### config.mk
export PLATFORM = sky130hd
export DESIGN_NAME = gmaze_ctrl
export DESIGN_NICKNAME = d
export VERILOG_FILES = /design/src/gmaze_pkg.sv /design/src/gmaze_ctrl.sv
export SDC_FILE = /design/constraint.sdc
export NUM_CORES = 1
export LEC_CHECK = 0
export ABC_AREA = 0
export BUFFER_PORTS_ARGS = -buffer_cell sky130_fd_sc_hd__buf_2
export CORE_AREA = 2 2 41 43
export CTS_CLUSTER_SIZE = 28
export DETAILED_ROUTE_END_ITERATION = 8
export DIE_AREA = 0 0 43 45
export HOLD_SLACK_MARGIN = 0.1
export PLACE_DENSITY = 0.92
export SYNTH_ARGS = -nofsm -noshare
export SYNTH_HDL_FRONTEND = slang
export SYNTH_SLANG_ARGS = --single-unit
export TNS_END_PERCENT = 30
### constraint.sdc
create_clock -name clk -period 2.8 [get_ports clk]
set_clock_uncertainty 0.1 [all_clocks]
set_input_delay 0.56 -clock clk [delete_from_list [all_inputs] [get_ports clk]]
set_output_delay 0.56 -clock clk [all_outputs]
set_load 0.02 [all_outputs]
### src/gmaze_pkg.sv
// ---------------------------------------------------------------------------
// gmaze_pkg
// Shared types and constants of the grid maze depth-first search solver.
// ---------------------------------------------------------------------------
`default_nettype none

package gmaze_pkg;

  typedef enum logic [1:0] {
    REQ_LOAD  = 2'd0,
    REQ_SOLVE = 2'd1,
    REQ_READ  = 2'd2,
    REQ_NONE  = 2'd3
  } req_t;

  typedef enum logic [2:0] {
    ST_LOADED = 3'd0,
    ST_FOUND  = 3'd1,
    ST_NOPATH = 3'd2,
    ST_CELL   = 3'd3,
    ST_NOMORE = 3'd4
  } stat_t;

  localparam logic [1:0] CODE_WALL  = 2'd0;
  localparam logic [1:0] CODE_OPEN  = 2'd1;
  localparam logic [1:0] CODE_ENTRY = 2'd2;
  localparam logic [1:0] CODE_EXIT  = 2'd3;

  localparam logic [1:0] DIR_DOWN  = 2'd0;
  localparam logic [1:0] DIR_RIGHT = 2'd1;
  localparam logic [1:0] DIR_UP    = 2'd2;
  localparam logic [1:0] DIR_LEFT  = 2'd3;

  localparam logic [7:0] CH_ENTRY_UC = 8'h49;  // I
  localparam logic [7:0] CH_ENTRY_LC = 8'h69;  // i
  localparam logic [7:0] CH_EXIT_UC  = 8'h53;  // S
  localparam logic [7:0] CH_EXIT_LC  = 8'h73;  // s
  localparam logic [7:0] CH_FINISH   = 8'h46;  // F
  localparam logic [7:0] CH_SPACE    = 8'h20;

  typedef struct packed {
    logic  accept;
    logic  clr_start;
    logic  clr_step;
    logic  clr_codes;
    logic  load_wr;
    logic  push_start;
    logic  dir_reset;
    logic  dir_next;
    logic  probe;
    logic  push_nb;
    logic  pop;
    logic  pop_load;
    logic  rd_stack;
    logic  rd_code;
    logic  cur_dec;
    logic  set_found;
    logic  set_fail;
    logic  emit;
    stat_t stat;
  } cmd_t;

  typedef struct packed {
    logic clr_last;
    logic start_ok;
    logic top_goal;
    logic nb_ok;
    logic nb_enter;
    logic dir_last;
    logic depth_one;
    logic rd_ok;
  } sts_t;

  function automatic logic [1:0] code_of(input logic [7:0] ch);
    logic [1:0] code;
    if (ch == CH_ENTRY_UC || ch == CH_ENTRY_LC) begin
      code = CODE_ENTRY;
    end else if (ch == CH_EXIT_UC || ch == CH_EXIT_LC || ch == CH_FINISH) begin
      code = CODE_EXIT;
    end else if (ch == CH_SPACE) begin
      code = CODE_OPEN;
    end else begin
      code = CODE_WALL;
    end
    return code;
  endfunction

endpackage

`default_nettype wire

### src/gmaze_ctrl.sv
// ---------------------------------------------------------------------------
// gmaze_ctrl
// Sequencer: clearing passes, load, search steps and path readout.
// ---------------------------------------------------------------------------
`default_nettype none

module gmaze_ctrl (
  input  wire logic            clk,
  input  wire logic            rst,
  input  wire logic            start,
  input  wire logic [1:0]      req_type,
  input  gmaze_pkg::sts_t      sts,
  output gmaze_pkg::cmd_t      cmd,
  output logic                 busy
);
  import gmaze_pkg::*;

  typedef enum logic [3:0] {
    S_RCLR, S_IDLE, S_LOAD, S_SCLR, S_SINIT, S_CHECK,
    S_PROBE, S_EVAL, S_POPW, S_RD1, S_RD2, S_RD3
  } state_t;

  state_t state, state_next;
  req_t   req;

  assign req  = req_t'(req_type);
  assign busy = (state != S_IDLE);

  always_comb begin
    cmd        = '0;
    cmd.stat   = ST_LOADED;
    state_next = state;
    case (state)
      S_RCLR: begin
        cmd.clr_step  = 1'b1;
        cmd.clr_codes = 1'b1;
        if (sts.clr_last) state_next = S_IDLE;
      end
      S_IDLE: begin
        if (start) begin
          cmd.accept = 1'b1;
          case (req)
            REQ_LOAD: state_next = S_LOAD;
            REQ_SOLVE: begin
              cmd.clr_start = 1'b1;
              state_next    = S_SCLR;
            end
            REQ_READ: begin
              if (sts.rd_ok) begin
                state_next = S_RD1;
              end else begin
                cmd.emit = 1'b1;
                cmd.stat = ST_NOMORE;
              end
            end
            default: begin
              cmd.emit = 1'b1;
              cmd.stat = ST_NOMORE;
            end
          endcase
        end
      end
      S_LOAD: begin
        cmd.load_wr = 1'b1;
        cmd.emit    = 1'b1;
        cmd.stat    = ST_LOADED;
        state_next  = S_IDLE;
      end
      S_SCLR: begin
        cmd.clr_step = 1'b1;
        if (sts.clr_last) state_next = S_SINIT;
      end
      S_SINIT: begin
        if (sts.start_ok) begin
          cmd.push_start = 1'b1;
          state_next     = S_CHECK;
        end else begin
          cmd.set_fail = 1'b1;
          cmd.emit     = 1'b1;
          cmd.stat     = ST_NOPATH;
          state_next   = S_IDLE;
        end
      end
      S_CHECK: begin
        if (sts.top_goal) begin
          cmd.set_found = 1'b1;
          cmd.emit      = 1'b1;
          cmd.stat      = ST_FOUND;
          state_next    = S_IDLE;
        end else begin
          cmd.dir_reset = 1'b1;
          state_next    = S_PROBE;
        end
      end
      S_PROBE, S_EVAL: begin
        if (state == S_PROBE && sts.nb_ok) begin
          cmd.probe  = 1'b1;
          state_next = S_EVAL;
        end else if (state == S_EVAL && sts.nb_enter) begin
          cmd.push_nb = 1'b1;
          state_next  = S_CHECK;
        end else if (!sts.dir_last) begin
          cmd.dir_next = 1'b1;
          state_next   = S_PROBE;
        end else if (sts.depth_one) begin
          // dead end at the start: search ran dry
          cmd.set_fail = 1'b1;
          cmd.emit     = 1'b1;
          cmd.stat     = ST_NOPATH;
          state_next   = S_IDLE;
        end else begin
          cmd.pop    = 1'b1;
          state_next = S_POPW;
        end
      end
      S_POPW: begin
        cmd.pop_load = 1'b1;
        state_next   = S_CHECK;
      end
      S_RD1: begin
        cmd.rd_stack = 1'b1;
        state_next   = S_RD2;
      end
      S_RD2: begin
        cmd.rd_code = 1'b1;
        state_next  = S_RD3;
      end
      S_RD3: begin
        cmd.emit    = 1'b1;
        cmd.stat    = ST_CELL;
        cmd.cur_dec = 1'b1;
        state_next  = S_IDLE;
      end
      default: state_next = S_IDLE;
    endcase
  end

  always_ff @(posedge clk) begin
    if (rst) begin
      state <= S_RCLR;
    end else begin
      state <= state_next;
    end
  end

endmodule

`default_nettype wire

# Word level (Yosys, flattened, before mapping)
# Cells that the tools add are included.
# totals
regBits	4
in_bits	13
out_inout_bits	22
elab_cells	77
# op_classes
n_eq_ne	19
mux	49
reduce_logical	8
# op_table
operator	count
$mux 4	12
$pmux 4 s9	1
$mux 5	5
$pmux 4 s6	1
$mux 1	22
$eq 4x3->1 const B	4
$eq 4x4->1 const B	4
$pmux 4 s3	1
$eq 4x2->1 const B	2
$ne 4x1->1 const B	2
$pmux 4 s2	1
$mux 2	3
$mux 3	2
$ne 2x2->1 const B	3
$reduce_or 2->1	3
$reduce_and 5->1	1
$eq 4x1->1 const B	1
$logic_not 4->1	1
$ne 3x3->1 const B	1
$eq 2x1->1 const B	1
$eq 2x2->1 const B	1
$logic_and 1x1->1	2
$logic_not 2->1	1
$pmux 1 s2	1

# Logic depth before layout (Yosys ltp)
# logic_depth
depth_word	5
mapped_depth	6
mapped_depth_nobuf	6

# Worst setup path after synthesis
# Ideal clock, no wire load.
# synth_timing
path_kind	input to output
startpoint	in req_type[0]
endpoint	out cmd[3] in the netlist's numbering
t_arrival_ns	1.860
required_ns	2.140
slack_ns	0.280
stages	5
path_buffers	0
path_cell_list	inv_1 ha_1 nor2b_1 o21a_1 or4_1
# synth_rtl
element	line	source
from (decl)	gmaze_ctrl.sv:11	input wire logic [1:0] req_type,
to (decl)	gmaze_ctrl.sv:13	output gmaze_pkg::cmd_t cmd,

==> results_dict.tcl <==
set metrics [dict create \
    status "complete, no violations" \
    synth.distinct_cells 44 \
    setup-violations-final 0 \
    yosysTopAreaCell "dfxtp_1" \
    p_leak_nw 0.423 \
    report.final.slew_viol_count 0 \
    core-area_mm2 0.00147 \
    grt_antenna_before_repair 0 \
    die_h_um 45 \
    vias 835 \
    cts_resized 0 \
    io_buffers 34 \
    synth-edff-count 0 \
    num_antenna_cells 0 \
    layout.nets 145 \
    cts_buffers 3 \
    largest_register "state" \
    dp_cells 139 \
    place_area_um2 851 \
    hp-class "primary input to flop" \
    wl_per_cell_um 14.8 \
    stdcell_count 142 \
    top_regs "state x4" \
    grt_max_degree 13 \
    cts.htree.levels 1 \
    io_pins 35 \
    critPathKind "flop to primary output" \
    drc 0 \
    overflow 0 \
    clock_latency_ns 0.24 \
    ctsHoldBuffers 0 \
    cpMaxStageDelayCell "dfxtp_1" \
    fin_setup_tns_ns 0 \
    drive_gt1_frac 0.413 \
    powerDensity_mw_per_mm2 261 \
    startpoint_type "flop" \
    syn_area_um2 691 \
    via_per_inst 5.88 \
    synth_fp_nets 109 \
    tritoncts "yes" \
    critical_path.max_fanout 12 \
    synth_area_per_cell_um2 7.51 \
    synth.area.top_cells "dfxtp_1, ha_1, nor3_1" \
    ys_ff_latch 4 \
    finalCritPeriodShare 0.954 \
    cap_violations 0 \
    cp.arrival_ns 2.01 \
    crit_family "simple AND/OR/NAND/NOR gates" \
    root_buffer "clkbuf_4" \
    end_kind "primary output" \
    area_growth_pct 26.4 \
    postLayoutCellArea_um2 873 \
    dieArea_mm2 0.00194 \
    clockBufferDepth 2 \
    rsz0062_at_grt "false" \
    start_util 0.469 \
    crit_chain "nor2b_1 -> and3_4 -> o21a_1 -> or4_1 -> buf_2" \
    syn_inst 92 \
    rows 14 \
    antenna_left 0 \
    crit_buf_inv 1 \
    synth_ff_type "dfxtp_1" \
    ys_seq_area_frac 0.116 \
    cts_sinks 4 \
    synth-async-reset-ratio 0 \
    crit_path_max_incr_delay_ns 0.57 \
    max_freq_mhz 374 \
    fin_crit_ns 2.67 \
    clk_pin_slew_ns 0.04 \
    max_slew_margin 0.713 \
    worst_pin_slew_ns 0.429 \
    routed_wl_um 2100 \
    drt-initial-drc-count 10 \
    ys_warn_count 0 \
    grt_pass1_vias 749 \
    largest_reg_flops 4 \
    vdd_drop_max_mv 0.170 \
    post_cts_buffers 0 \
    grt_usage 0.228 \
    dp_hpwl_um 1650 \
    hold_viol 0 \
    die_width_um 43 \
    grt_pass1_wl_um 3220 \
    gp_congestion 0.882 \
    synth_top_area_frac 0.116 \
    drtPass1Iterations 6 \
    required_ns 2.14 \
]
==> stage by stage <==
step            util  setup slack [ns]  hold slack (ns)  power, mW
3_3_place_gp   0.578             0.227            0.604      0.148
6_report       0.594             0.129            0.442      0.228
2_1_floorplan      -             0.280            0.500      0.122
3_5_place_dp   0.578             0.176            0.613      0.152
5_1_grt        0.594            0.0147            0.445      0.238
4_1_cts        0.594             0.155            0.437      0.228
==> final cells by class <==
cell class                 instances  area, µm²
clock buffer                       3       22.5
fill                             139        598
inverter                           5       18.8
multi-input combinational         77        539
sequential                         4       80.1
tap                               16       20.0
timing repair buffer              37        193
==> routing by layer <==
metal	GRT usage	wire length, µm
met1	0.249	837
met2	0.427	1070
met3	0.0240	132
met4	0.133	56
met5	0	0
==> cells in the final DEF, fill, tap and decap left out, types with 2 or more instances in the layout <==
cell type | netlist | final
nor2b_1 | 3 | 3
a21oi_1 | 3 | 3
o21ai_0 | 3 | 3
ha_1 | 4 | 4
buf_4 | 4 | 3
a211oi_1 | 2 | 2
clkbuf_4 | 0 | 3
nand2_1 | 5 | 5
nand2b_1 | 3 | 3
or4_1 | 2 | 2
nor2_1 | 8 | 8
nor3_1 | 7 | 7
nand3_1 | 6 | 6
nor3b_1 | 3 | 3
buf_2 | 0 | 34
dfxtp_1 | 4 | 4
nor3_2 | 2 | 2
inv_1 | 4 | 4
==> final timing paths <==
check	slack, ns	depth (start not counted)	to	from
max	0.13	5	cmd[3]	state[1]
min	0.44	2	state[3]	rst
max reg2reg	0.96	5	state[0]	state[0]
min reg2reg	0.65	2	state[3]	state[2]
==> power by group <==
group | internal (mW) | switching [mW]
combinational | 0.0368 | 0.0516
clock | 0.0482 | 0.0276
sequential | 0.0589 | 0.00492
total | 0.144 | 0.0841
==> cells in the mapped netlist (3+ instances only) <==
cell type / instances
o21ai_0: 3
nand3_1: 6
a21oi_1: 3
nor2_1: 8
ha_1: 4
nor3b_1: 3
nor3_1: 7
dfxtp_1: 4
buf_4: 4
nor2b_1: 3
nand2_1: 5
nand2b_1: 3
inv_1: 4
==> kinds of logic (layout without fill, tap and decap cells) <==
family	count (synthesis)	after routing	share of synthesized area
AO/OA/AOI/OAI	22	22	0.254
XOR/XNOR	2	2	0.0362
adder cells (fa/ha/maj)	4	4	0.0725
buffers and inverters	11	45	0.103
flip-flops	4	4	0.116
multiplexers	1	1	0.0145
AND/OR/NAND/NOR	48	48	0.404
Note: power is estimated with default switching activity, not from simulation.
